===== src/rtl/nlrb_pkg.sv =====
// Package for the newline line ring buffer.
// Holds default sizes, the newline code, operation codes and the sequencer state type.
// No dependencies.
package nlrb_pkg;

   localparam int SLOTS_DEFAULT    = 4;
   localparam int LINE_LEN_DEFAULT = 64;

   localparam logic [7:0] NEWLINE_BYTE = 8'd10;

   localparam logic OP_PUSH = 1'b0;
   localparam logic OP_POP  = 1'b1;

   typedef enum logic [1:0] {
      ST_IDLE = 2'b01,
      ST_POP  = 2'b10
   } state_type;

endpackage


===== src/rtl/newline_line_ring_buffer.sv =====
// Newline line ring buffer: a ring of line slots held in one byte-wide synchronous memory.
// Depends on nlrb_pkg for default sizes, codes and the state type.
// Timing: push completes at accept. A pop gives a registered empty answer when nothing is ready
// or the length is zero, or after reading the first byte when it is zero; else bytes follow.
// Throughput: one push per cycle while not busy; a pop holds busy while it reads each byte, plus
// one byte of lookahead for the last mark, and takes no new request. The receiver cannot stall.
// Reset (synchronous): clears slot pointers, fill position, lengths and ready marks; the byte
// memory is not cleared, as no byte at or beyond a slot's stored length is ever emitted.
module newline_line_ring_buffer #(
   parameter int SLOTS    = nlrb_pkg::SLOTS_DEFAULT,
   parameter int LINE_LEN = nlrb_pkg::LINE_LEN_DEFAULT
) (
   input  logic       clock,
   input  logic       reset,
   input  logic       start,
   output logic       busy,
   input  logic       req_operation,
   input  logic [7:0] req_data_byte,
   output logic       rsp_strobe,
   output logic       rsp_line_available,
   output logic       rsp_byte_valid,
   output logic [7:0] rsp_line_byte,
   output logic       rsp_last
);

   localparam int SW    = (SLOTS > 1) ? $clog2(SLOTS) : 1;
   localparam int PW    = (LINE_LEN > 1) ? $clog2(LINE_LEN) : 1;
   localparam int LW    = $clog2(LINE_LEN + 1);
   localparam int AW    = SW + PW;
   localparam int DEPTH = SLOTS << PW;

   logic [7:0]     mem [DEPTH];
   logic [7:0]     rd_data_ff;
   logic [AW-1:0]  rd_addr;
   logic [AW-1:0]  wr_addr;

   logic [LW-1:0]  line_len_ff [SLOTS];
   logic           ready_ff [SLOTS];
   logic [SW-1:0]  wslot_ff;
   logic [SW-1:0]  rslot_ff;
   logic [LW-1:0]  fill_ff;

   nlrb_pkg::state_type state_ff;
   logic [SW-1:0]  pop_slot_ff;
   logic [LW-1:0]  pop_len_ff;
   logic [LW-1:0]  ridx_ff;
   logic           hold_valid_ff;
   logic [7:0]     hold_ff;

   logic           rsp_strobe_ff;
   logic           rsp_avail_ff;
   logic           rsp_valid_ff;
   logic [7:0]     rsp_byte_ff;
   logic           rsp_last_ff;

   logic           accept;
   logic           push_acc;
   logic           pop_acc;
   logic           store_en;
   logic           is_newline;
   logic [LW-1:0]  fill_in;
   logic [SW-1:0]  wslot_in;
   logic [SW-1:0]  rslot_in;
   logic [LW-1:0]  ridx_in;
   logic           pop_end;
   logic           rsp_strobe_in;

   assign busy       = (state_ff != nlrb_pkg::ST_IDLE);
   assign accept     = start && !busy;
   assign push_acc   = accept && (req_operation == nlrb_pkg::OP_PUSH);
   assign pop_acc    = accept && (req_operation == nlrb_pkg::OP_POP);
   assign store_en   = push_acc && (fill_ff < LW'(LINE_LEN));
   assign is_newline = (req_data_byte == nlrb_pkg::NEWLINE_BYTE);
   assign fill_in    = fill_ff + LW'(1);
   assign wslot_in   = (wslot_ff == SW'(SLOTS - 1)) ? '0 : wslot_ff + SW'(1);
   assign rslot_in   = (rslot_ff == SW'(SLOTS - 1)) ? '0 : rslot_ff + SW'(1);
   assign ridx_in    = ridx_ff + LW'(1);
   assign pop_end    = (ridx_ff >= pop_len_ff) || (rd_data_ff == 8'd0);

   assign rsp_strobe_in = (pop_acc && (!ready_ff[rslot_ff] || (line_len_ff[rslot_ff] == '0)))
                          || ((state_ff == nlrb_pkg::ST_POP) && (hold_valid_ff || pop_end));

   assign wr_addr = {wslot_ff, fill_ff[PW-1:0]};
   assign rd_addr = (state_ff == nlrb_pkg::ST_POP) ? {pop_slot_ff, ridx_in[PW-1:0]}
                                                   : {rslot_ff, PW'(0)};

   assign rsp_strobe         = rsp_strobe_ff;
   assign rsp_line_available = rsp_avail_ff;
   assign rsp_byte_valid     = rsp_valid_ff;
   assign rsp_line_byte      = rsp_byte_ff;
   assign rsp_last           = rsp_last_ff;

   always_ff @(posedge clock) begin
      if (store_en) begin
         mem[wr_addr] <= req_data_byte;
      end
      rd_data_ff <= mem[rd_addr];
   end

   always_ff @(posedge clock) begin
      if (reset) begin
         for (int i = 0; i < SLOTS; i++) begin
            line_len_ff[i] <= '0;
            ready_ff[i]    <= 1'b0;
         end
         wslot_ff      <= '0;
         rslot_ff      <= '0;
         fill_ff       <= '0;
         state_ff      <= nlrb_pkg::ST_IDLE;
         hold_valid_ff <= 1'b0;
         rsp_strobe_ff <= 1'b0;
      end else begin
         rsp_strobe_ff <= rsp_strobe_in;

         // push: store if room, close the line on newline
         if (store_en) begin
            line_len_ff[wslot_ff] <= fill_in;
         end
         if (push_acc && is_newline) begin
            ready_ff[wslot_ff]    <= 1'b1;
            line_len_ff[wslot_in] <= '0;
            wslot_ff              <= wslot_in;
            fill_ff               <= '0;
         end else if (store_en) begin
            fill_ff <= fill_in;
         end

         // pop accept: answer at once when nothing to emit, else start the read sequence
         if (pop_acc) begin
            rsp_byte_ff  <= 8'd0;
            rsp_valid_ff <= 1'b0;
            rsp_last_ff  <= 1'b1;
            if (!ready_ff[rslot_ff]) begin
               rsp_avail_ff <= 1'b0;
            end else begin
               ready_ff[rslot_ff] <= 1'b0;
               rslot_ff           <= rslot_in;
               if (line_len_ff[rslot_ff] == '0) begin
                  rsp_avail_ff <= 1'b1;
               end else begin
                  state_ff      <= nlrb_pkg::ST_POP;
                  pop_slot_ff   <= rslot_ff;
                  pop_len_ff    <= line_len_ff[rslot_ff];
                  ridx_ff       <= '0;
                  hold_valid_ff <= 1'b0;
               end
            end
         end

         // emit the held byte once the next one tells whether it is the last; end empty on a zero first byte
         if (state_ff == nlrb_pkg::ST_POP) begin
            ridx_ff <= ridx_in;
            hold_ff <= rd_data_ff;
            if (!hold_valid_ff) begin
               hold_valid_ff <= 1'b1;
               if (pop_end) begin
                  rsp_avail_ff <= 1'b1;
                  rsp_valid_ff <= 1'b0;
                  rsp_byte_ff  <= 8'd0;
                  rsp_last_ff  <= 1'b1;
                  state_ff     <= nlrb_pkg::ST_IDLE;
               end
            end else begin
               rsp_avail_ff <= 1'b1;
               rsp_valid_ff <= 1'b1;
               rsp_byte_ff  <= hold_ff;
               rsp_last_ff  <= pop_end;
               if (pop_end) begin
                  state_ff <= nlrb_pkg::ST_IDLE;
               end
            end
         end
      end
   end

   a_empty_is_last: assert property (@(posedge clock) disable iff (reset)
      (rsp_strobe_ff && !rsp_valid_ff) |-> (rsp_last_ff && (rsp_byte_ff == 8'd0)))
      else $error("result without a byte is not the final one");

   a_valid_needs_line: assert property (@(posedge clock) disable iff (reset)
      (rsp_strobe_ff && rsp_valid_ff) |-> rsp_avail_ff)
      else $error("byte emitted without an available line");

   a_index_bound: assert property (@(posedge clock) disable iff (reset)
      (state_ff == nlrb_pkg::ST_POP) |-> (ridx_ff <= pop_len_ff))
      else $error("pop index ran past the stored length");

   a_fill_bound: assert property (@(posedge clock) disable iff (reset)
      fill_ff <= LW'(LINE_LEN))
      else $error("fill position beyond line length");

   a_push_no_busy: assert property (@(posedge clock) disable iff (reset)
      push_acc |=> (!busy && !rsp_strobe_ff))
      else $error("push caused busy or a result");

endmodule

===== config.mk =====
export PLATFORM = sky130hd
export DESIGN_NAME = newline_line_ring_buffer
export DESIGN_NICKNAME = d
export VERILOG_FILES = /design/src/rtl/nlrb_pkg.sv /design/src/rtl/newline_line_ring_buffer.sv
export SDC_FILE = /design/constraint.sdc
export NUM_CORES = 2
export LEC_CHECK = 0
export ABC_AREA = 1
export BUFFER_PORTS_ARGS = -buffer_cell sky130_fd_sc_hd__buf_2
export CORE_MARGIN = 3
export CORE_UTILIZATION = 38
export DETAILED_ROUTE_END_ITERATION = 16
export SLEW_MARGIN = 20
export SYNTH_ARGS = -nofsm -noshare
export SYNTH_HDL_FRONTEND = slang
export SYNTH_SLANG_ARGS = --single-unit

===== constraint.sdc =====
create_clock -name clock -period 3.9 [get_ports clock]
set_input_delay 0.78 -clock clock [delete_from_list [all_inputs] [get_ports clock]]
set_output_delay 0.78 -clock clock [all_outputs]
set_load 0.05 [all_outputs]

==> results_dict.tcl <==
set metrics [dict create \
    routed_wl_um 264000 \
    dpl_worst_slack_ns 0.386 \
    utilization 0.432 \
    postSynth.asyncResetShare 0 \
    hold_path_end "mem[119][6]$_DFFE_PP_" \
    leakage_nw 42.4 \
    tns_ns 0 \
    grt.total_usage 0.208 \
    drc 0 \
    syn-cell-area_um2 92800 \
    rows 180 \
    ys_seq_area_frac 0.686 \
    cp.required_ns 4.70 \
    clkSlewWorstSetupHoldPaths_ns 0.07 \
    synth_ff_type "edfxtp_1" \
    peakVddDrop_uv 469 \
    synth_top_area_frac 0.675 \
    cts_root_buffer "clkbuf_16" \
    hold_slack_ns 0.262 \
    grt_pass1_vias 61100 \
    cts_tree "done" \
    ys_warn_count 0 \
    tightest_slew_ns 1.14 \
    wl_met1_um 109000 \
    timing.rr.end "rd_data_ff[1]$_DFF_P_" \
    netlist_top_cells_area "edfxtp_1 (67%), nand3_1 (9.5%), nand2_1 (9.1%)" \
    min_from "req_data_byte[6]" \
    grt_max_degree 153 \
    worst_r2r_path_depth 12 \
    synth_enable_flop_cells 2087 \
    dp.cells 11900 \
    finalPower_mw 46.7 \
    r2r_start "ridx_ff[0]$_SDFFCE_PP0P_" \
    path_class "register to register" \
    clockBufferDepth 3 \
    dp_hpwl_um 158000 \
    core_area_um2 242000 \
    hold_viol_final 0 \
    avgSynthCellArea_um2 10.4 \
    setup_ws_ns 0.208 \
    synth_most_common_cell "nand2_1" \
    cp-end-kind "register" \
    die_h_um 500 \
    power_density_nw_per_um2 447 \
    hp-class "input pin to register" \
    drtIter0Drc 7183 \
    cts_resized 0 \
    die-area_um2 250000 \
    finalClockSkew_ns 0.0316 \
    cp-startpoint "ridx_ff[0]$_SDFFCE_PP0P_" \
    met2_length_um 124000 \
    cts.sinks 2140 \
    initial_core_util 0.384 \
    clock_latency_ns 0.87 \
    synth_top_cells_by_count "nand2_1 (2,247), edfxtp_1 (2,087), nand3_1 (1,766)" \
    drive_above_1_share 0.0700 \
    antenna_found_initial 6 \
    arrival_ns 4.49 \
    num_vias 63500 \
    grt.overflow.total 0 \
    syn_inst 8967 \
    fin_area_um2 104000 \
    whs_path_depth 1 \
    rsz0062_at_grt "false" \
    placed_area_um2 97600 \
    area_growth_pct 12.5 \
    gp_congestion 0.904 \
    topRoutingLayerUsed "met4" \
    viasPerCell 5.14 \
    ioPinCount 25 \
    setup_violations 0 \
    syn_nets 8997 \
    synth_cell_types 34 \
    cts_hold_buf 0 \
    synth_top_area_cell "edfxtp_1" \
    postCtsSetupRepairBufs 0 \
    instances_no_fill 12300 \
    drv_slew 0 \
    critPathLaunchType "register" \
    r2r_slack_ns 0.21 \
    ant_nets 0 \
    wl_per_cell_um 21.4 \
    layout.nets 9012 \
    worst-path-max-fanout 111 \
    cts.htree.levels 4 \
    fin_crit_sh 0.947 \
    relSlewSlack 0.243 \
    outcome "completed" \
    cts_buffers 216 \
    grt_pass1_wl_um 391000 \
    drv_cap 0 \
    ys_ff_latch 2140 \
    first_pass_iters 7 \
    wl_met3_um 21900 \
    fin_crit_ns 3.69 \
    die-width_um 500 \
    max_freq_mhz 271 \
    port_buffers 24 \
]
==> registers in the layout, summed over array words and instances (netlist names), 2 cells and up, named ones only <==
signal         flops
fill_ff            7
hold_ff            8
line_len_ff       28
mem             2048
pop_len_ff         7
pop_slot_ff        2
rd_data_ff         8
ready_ff           4
ridx_ff            7
rslot_ff           2
rsp_line_byte      8
state_ff           2
wslot_ff           2
==> cell usage in the layout, fill, tap and decap left out, types with 10 or more instances in the layout <==
cell / count
bufinv_16: 18
a22oi_1: 14
edfxtp_1: 2087
nand2_2: 17
inv_1: 1566
nand2_1: 2230
buf_12: 52
nor2_1: 448
clkinvlp_4: 10
o211ai_1: 104
buf_4: 213
clkbuf_1: 37
a21oi_1: 32
clkbuf_16: 218
dfxtp_1: 53
o21ai_0: 92
clkinv_2: 40
clkinv_1: 48
ha_1: 18
nand3_1: 1763
buf_2: 16
==> where the power goes <==
| group | switching, mW | leakage, nW | internal (mW) |
|---|---|---|---|
| clock | 8.91 | 3.37 | 11.5 |
| sequential | 0.0462 | 19.2 | 25.3 |
| combinational | 0.835 | 19.8 | 0.150 |
==> cell families after synthesis <==
group | Yosys count | synth area share
compound gates | 256 | 0.0173
xor+xnor | 4 | 0.000377
fa+ha+maj | 18 | 0.00243
buf+inv | 2069 | 0.0879
flops | 2140 | 0.686
simple gates | 4480 | 0.206
==> how the worst max path moves through the flow <==
stage,end,slack (ns),cells past startpoint
after floorplan,mem[102][0]$_DFFE_PP_,1.23,9
after global placement,mem[129][6]$_DFFE_PP_,0.34,10
after detailed placement,rd_data_ff[1]$_DFF_P_,0.39,12
after CTS,rd_data_ff[3]$_DFF_P_,0.37,12
after global routing,rd_data_ff[7]$_DFF_P_,0.14,12
final,rd_data_ff[1]$_DFF_P_,0.21,12
==> routing by layer <==
metal / vias to the layer above / GRT usage
met2: 2705 / 0.337
met1: 30800 / 0.280
met4: 0 / 0.0773
met3: 512 / 0.0355
li1: 29500 / -
met5: - / 0
==> layout make-up <==
| cell class | count | area (um^2) |
|---|---|---|
| timing repair buffer | 289 | 2840 |
| clock inverter | 137 | 1280 |
| sequential | 2140 | 63700 |
| antenna | 4 | 10.0 |
| tap | 3185 | 3990 |
| multi-input combinational | 4758 | 21100 |
| clock buffer | 257 | 5620 |
| inverter | 1577 | 5950 |
| fill | 22800 | 137000 |
==> worst max-delay path: stages, from the launching register on <==
cell,delay (ns)
edfxtp_1,0.51
ha_1,0.38
nand3_4,0.25
buf_12,0.35
buf_12,0.37
nand3_1,0.17
nand3_1,0.18
nand3_1,0.12
nand3_1,0.27
nand3_1,0.18
nand3_1,0.32
nand3_1,0.14
nand2_1,0.09
No activity file was read; power rests on OpenSTA's default activity.
